[config.mk]
export PLATFORM = sky130hd
export DESIGN_NAME = lc3s_regfile
export DESIGN_NICKNAME = d
export VERILOG_FILES = /design/src/design/lc3s_pkg.sv /design/src/design/lc3s_regfile.sv
export SDC_FILE = /design/constraint.sdc
export NUM_CORES = 1
export LEC_CHECK = 0
export ABC_AREA = 1
export BUFFER_PORTS_ARGS = -buffer_cell sky130_fd_sc_hd__buf_2
export CORE_MARGIN = 3
export CORE_UTILIZATION = 24
export CTS_CLUSTER_SIZE = 28
export DETAILED_ROUTE_END_ITERATION = 8
export GPL_TIMING_DRIVEN = 0
export SLEW_MARGIN = 0
export SYNTH_ARGS = -nofsm -noshare
export SYNTH_HDL_FRONTEND = slang
export SYNTH_SLANG_ARGS = --single-unit
[constraint.sdc]
create_clock -name clk -period 3.7 [get_ports clk]
set_input_delay 0.37 -clock clk [delete_from_list [all_inputs] [get_ports clk]]
set_output_delay 0.37 -clock clk [all_outputs]
set_load 0.05 [all_outputs]
[src/design/lc3s_pkg.sv]
// Shared types, constants and helpers for the LC-3 instruction step unit.
package lc3s_pkg;

  localparam int ADDR_BITS_DEF = 16;

  typedef logic [15:0] word_t;

  // Memory-mapped device words
  localparam word_t DSR_ADDR = 16'hFE04;
  localparam word_t DDR_ADDR = 16'hFE06;
  localparam word_t MCR_ADDR = 16'hFFFE;
  localparam word_t RUN_WORD = 16'h8000;

  // Item actions
  localparam logic [1:0] ACT_LOAD  = 2'd0;
  localparam logic [1:0] ACT_START = 2'd1;
  localparam logic [1:0] ACT_STEP  = 2'd2;

  // Opcodes
  localparam logic [3:0] OP_BR   = 4'd0;
  localparam logic [3:0] OP_ADD  = 4'd1;
  localparam logic [3:0] OP_LD   = 4'd2;
  localparam logic [3:0] OP_ST   = 4'd3;
  localparam logic [3:0] OP_JSR  = 4'd4;
  localparam logic [3:0] OP_AND  = 4'd5;
  localparam logic [3:0] OP_LDR  = 4'd6;
  localparam logic [3:0] OP_STR  = 4'd7;
  localparam logic [3:0] OP_NOT  = 4'd9;
  localparam logic [3:0] OP_LDI  = 4'd10;
  localparam logic [3:0] OP_STI  = 4'd11;
  localparam logic [3:0] OP_RET  = 4'd12;
  localparam logic [3:0] OP_LEA  = 4'd14;
  localparam logic [3:0] OP_TRAP = 4'd15;

  localparam logic [2:0] REG_LINK = 3'd7;

  localparam logic [2:0] FLAG_N = 3'b100;
  localparam logic [2:0] FLAG_Z = 3'b010;
  localparam logic [2:0] FLAG_P = 3'b001;

  // Main memory write port
  typedef struct packed {
    logic  en;
    word_t addr;
    word_t data;
  } mem_wr_t;

  // Register file write port
  typedef struct packed {
    logic       en;
    logic [2:0] idx;
    word_t      data;
  } rf_wr_t;

  function automatic logic [2:0] flags_of(input word_t v);
    logic [2:0] f;
    if (v == '0) begin
      f = FLAG_Z;
    end else if (v[15]) begin
      f = FLAG_N;
    end else begin
      f = FLAG_P;
    end
    return f;
  endfunction

endpackage

[src/design/lc3s_regfile.sv]
// Eight-entry register file: one write port, two registered read ports.
module lc3s_regfile (
  input  logic              clk,
  input  logic              rst,
  input  lc3s_pkg::rf_wr_t  wr,
  input  logic              rd_en,
  input  logic [2:0]        rd_a_idx,
  input  logic [2:0]        rd_b_idx,
  output lc3s_pkg::word_t   rd_a,
  output lc3s_pkg::word_t   rd_b
);

  lc3s_pkg::word_t regs [8];
  logic [7:0]      written;

  always_ff @(posedge clk) begin
    if (rst) begin
      written <= '0;
    end else if (wr.en) begin
      written[wr.idx] <= 1'b1;
    end
  end

  always_ff @(posedge clk) begin
    if (wr.en) begin
      regs[wr.idx] <= wr.data;
    end
    // an entry never written reads as zero
    if (rd_en) begin
      rd_a <= written[rd_a_idx] ? regs[rd_a_idx] : '0;
      rd_b <= written[rd_b_idx] ? regs[rd_b_idx] : '0;
    end
  end

endmodule

# After elaboration in Yosys (flattened, before gate mapping)
# Memory sizes are Yosys's and may differ from the RTL's. A register that Yosys moved wholly into a read port is not among the register bits.
# Cells that the tools add are included.
[totals] reg_bits=8 latchBits=0 ram_bits=128 mem_bits_ro=0 input_bits=29 out_inout_bits=32 wordCells=18 mem_count=1
[classes] n_addsub=0 mul=0 div=0 n_lt_le_gt_ge=4 eq_ne=0 shift=0 n_mux=8 bitwise_logic=1 reduce_logical=3
[memory_table] memory="regs" words=8 word_bits=16 rd=2 rd_ports_with_merged_regs=2 write_ports=1 line_no="lc3s_regfile.sv:13" text="lc3s_pkg::word_t regs [8];"
[ops] cell="3-bit by 4-bit < comparator with 1-bit output (second input constant)" n=3
[ops] cell="8-bit bitwise OR" n=1
[ops] cell="1-bit binary-select mux with 3-bit select" n=2
[ops] cell="1-bit 2-to-1 mux" n=5
[ops] cell="1-bit demux with 3-bit select" n=1
[ops] cell="3-bit by 1-bit greater-or-equal comparator with 1-bit output (second input constant)" n=1
[ops] cell="1-bit zero test" n=2
[ops] cell="1-bit logical AND" n=1

# Logic depth before layout (Yosys ltp)
[depth] ltp_word=5 mapped_depth=10 ltp_nobuf=8

# Worst setup path before layout
# Ideal clock, no wire load.
[synth_timing] path_kind="input -> register" start="input port wr[16] (netlist name)" end="memory regs[1][0] (netlist name), enable pin" setup_time_ns=0.412 arrival_ns=1.624 required_time_ns=3.288 path_slack_ns=1.665 stages=2 path_buffers=0 cell_sequence="nand2_1 nor3_1"
[synth_rtl] item="start, declared" line_no="lc3s_regfile.sv:5" text="input lc3s_pkg::rf_wr_t wr,"
[synth_rtl] item="end, declared" line_no="lc3s_regfile.sv:13"
# Straight into the memory's write port.

# Final worst setup path
[layout_timing] start="input port rd_b_idx[1]" end="register rd_b[11] (read register of regs) (data pin)"
[layout_via] elab_chain_cells=3
[layout_rtl] item="start, declared" line_no="lc3s_regfile.sv:8" text="input logic [2:0] rd_b_idx,"
[layout_rtl] item="1-bit binary-select mux with 3-bit select" line_no="lc3s_regfile.sv:31" text="rd_b <= written[rd_b_idx] ? regs[rd_b_idx] : '0;"
[layout_rtl] item="1-bit 2-to-1 mux (not written as such)" line_no="lc3s_regfile.sv:31"
[layout_rtl] item="1-bit zero test (no source line)"
[layout_rtl] item="end, declared" line_no="lc3s_regfile.sv:10" text="output lc3s_pkg::word_t rd_b"
# Several ways; a longest one is shown, not always the timed one. The select of a mux whose other input is x is not followed.
# A chain may end at the register's enable or synchronous reset.

==> qor.yml <==
setup_path:
  end_kind: "flop"
  r2r_cells: 9
  cp_num_buf_inv: 3
  crit_arrival_ns: 1.99
  r2r_slack_ns: 2.25
  cp-start-kind: "input port"
  critPathMaxFanout: 10
  crit_top_cell: "nand2_1"
  reg2reg_from: "written[3]"
  path_delay_family: "buffers and inverters"
  cp_slowest_stage_delay_ns: 0.75
  critPathSlowestCell: "buf_1"
  cp.required_ns: 4.01
  cp_cell_sequence: "buf_2 > buf_1 > nand3_1 > nand2_1 > nand2_1 > nand2_1 > nand2_1 > inv_1"
  worstReg2RegEnd: "rd_a[12]"
  critPathKind: "input port to flop"
floorplan:
  start_util: 0.246
  core_area_sq_mm: 0.0349
  fp.dieW_um: 195
  rows: 68
  die_h_um: 195
  dieArea_sq_mm: 0.0381
  pin_count: 61
placed_design:
  gp_congestion: 0.920
  port_buffers: 55
  placed_area_sq_mm: 0.00947
  place_inst: 1551
  post-dp-hpwl_mm: 18.0
  place_ws_ns: 1.67
timing:
  hold_violations: 0
  period_share: 0.454
  grt_setup_unrepaired: "false"
  tightest_slew_ns: 1.10
  fin_ws_ns: 2.02
  setup_violations: 0
  slew-limit-headroom: 0.267
  period_needed_ns: 1.68
  clock_skew_ns: 0.00895
  max_freq_mhz: 595
  drv_slew: 0
worst_hold_path:
  hold_path_class: "input port to flop"
  hold_start: "wr[11]"
  holdPathStages: 1
  hold_path_end: "regs[0][11]"
layout:
  fin_area_sq_mm: 0.0101
  final_common_cell: "nand2_1"
  final_cell_mix: "nand2_1, inv_1, edfxtp_1"
  fin_nets: 1144
  final_cells: 1584
  drive_gt1_frac: 0.121
  synthToLayoutAreaGrowth_pct: 18.2
  final_util: 0.291
route:
  finalWirelength_mm: 27.8
  vias: 7362
  ant_nets: 0
  first_iter_violations: 955
  drt-vias-per-instance: 4.65
  drt_pass1_iterations: 7
  avgRoutedWirePerCell_um: 17.6
  drc: 0
pwr:
  ir_drop_mv: 0.344
  power_density_mw_per_mm2: 477
  clockPowerShare: 0.423
  power_switching_share: 0.258
  p_int_mw: 3.59
  power.leakage_nw: 4.99
  p_switching_mw: 1.25
  p_comb_frac: 0.126
  seqPwrFrac: 0.451
cts:
  post_cts_buffers: 0
  cts_tree: "yes"
  cts.sinks: 168
  root_buffer: "clkbuf_16"
  cts-resized-gates: 0
  cts_buffers: 17
  clk_path_buf_depth: 2
  clk_pin_slew_worst_paths_ns: 0.06
  cts_hold_buf: 0
  clkLatencyLatePin_ns: 0.44
  htree_levels: 4
grt:
  grt_pass1_wl_mm: 41.1
  grt-ovfl-total: 0
  antenna_found_initial: 5
  grt_pass1_vias: 6910
  grt_max_degree: 33
  track_usage: 0.143
status:
  run_status: "finished, final reports clean"
synthesis:
  avgSynthCellArea_sq_um: 8.27
  synth_sequential_area_ratio: 0.578
  ys_ff_latch: 168
  synth_warnings: 0
  synth_cell_types: 16
  synth_area_sq_mm: 0.00859
  synthCells: 1038
  syn_nets: 1067
flow_run:
  cap_violations: 0
stage by stage:
step | TNS, ns | total power [mW] | hold slack (ns)
global placement | -4.20 | 2.81 | 0.455
finish | 0 | 4.84 | 0.209
global route | 0 | 4.98 | 0.216
detailed placement | 0 | 2.82 | 0.470
CTS | 0 | 4.83 | 0.198
floorplan | 0 | 2.60 | 0.440
metal layers:
layer	GRT usage	vias up	routed length [um]
li1	-	3366	-
met1	0.193	3383	11100
met2	0.214	503	12000
met3	0.0364	102	3440
met4	0.0713	8	1160
met5	0	-	58
state kept, by name, summed over array words and instances, names as in the netlist:
| register | cells |
|---|---|
| rd_a | 16 |
| rd_b | 16 |
| written | 8 |
| regs | 128 |
power by group through the flow:
| stage | logic [mW] | registers [mW] | clock network (mW) |
|---|---|---|---|
| after floorplan | 0.299 | 2.31 | 0 |
| final | 0.612 | 2.18 | 2.05 |
| after CTS | 0.598 | 2.18 | 2.05 |
| after global routing | 0.657 | 2.19 | 2.14 |
| after global placement | 0.585 | 2.22 | 0 |
| after detailed placement | 0.595 | 2.22 | 0 |
cell usage after synthesis, drive strengths merged:
cell / instances / area share
clkbuf: 8 / 0.0035
edfxtp: 160 / 0.56
nand3: 136 / 0.079
buf: 43 / 0.039
nor2: 9 / 0.0039
dfxtp: 8 / 0.019
a21oi: 6 / 0.0035
inv: 183 / 0.080
clkinv: 2 / 0.00087
nand2: 482 / 0.21
nor3: 1 / 0.00058
worst max-delay path by stage:
stage	cells past startpoint	slack (ns)	endpoint	startpoint
after floorplan	2	1.66	regs[1][0]	wr[16]
after global placement	3	-0.26	regs[1][2]	wr[16]
after detailed placement	4	1.67	regs[0][13]	wr[16]
after CTS	4	2.12	regs[0][6]	wr[16]
after global routing	8	2.00	rd_b[11]	rd_b_idx[1]
final	8	2.02	rd_b[11]	rd_b_idx[1]
worst reg2reg max path, delay by kind of cell (launching register included):
family | cells | cell delay, ns
simple gates | 6 | 0.55
flops | 1 | 0.30
buf+inv | 3 | 0.37
cell families (layout without fill, tap and decap cells):
group                  Yosys count  count (layout)  synth area share
and+or+nand+nor                628             628             0.295
buffers and inverters          236             326             0.123
DFF                            168             168             0.578
AOI/OAI and AO/OA                6               6           0.00350
other                            0               1                 0
final cells by class:
type,count,area (sq um)
inverters,185,694
fillers,3657,24700
flip-flops and latches,168,4960
diodes,1,2.50
repair buffers,58,309
multi-input cells,634,2570
clock buffers,17,425
clock inverters,15,246
plain buffers,51,364
well taps,455,569
No activity file was read; power rests on OpenSTA's default activity.
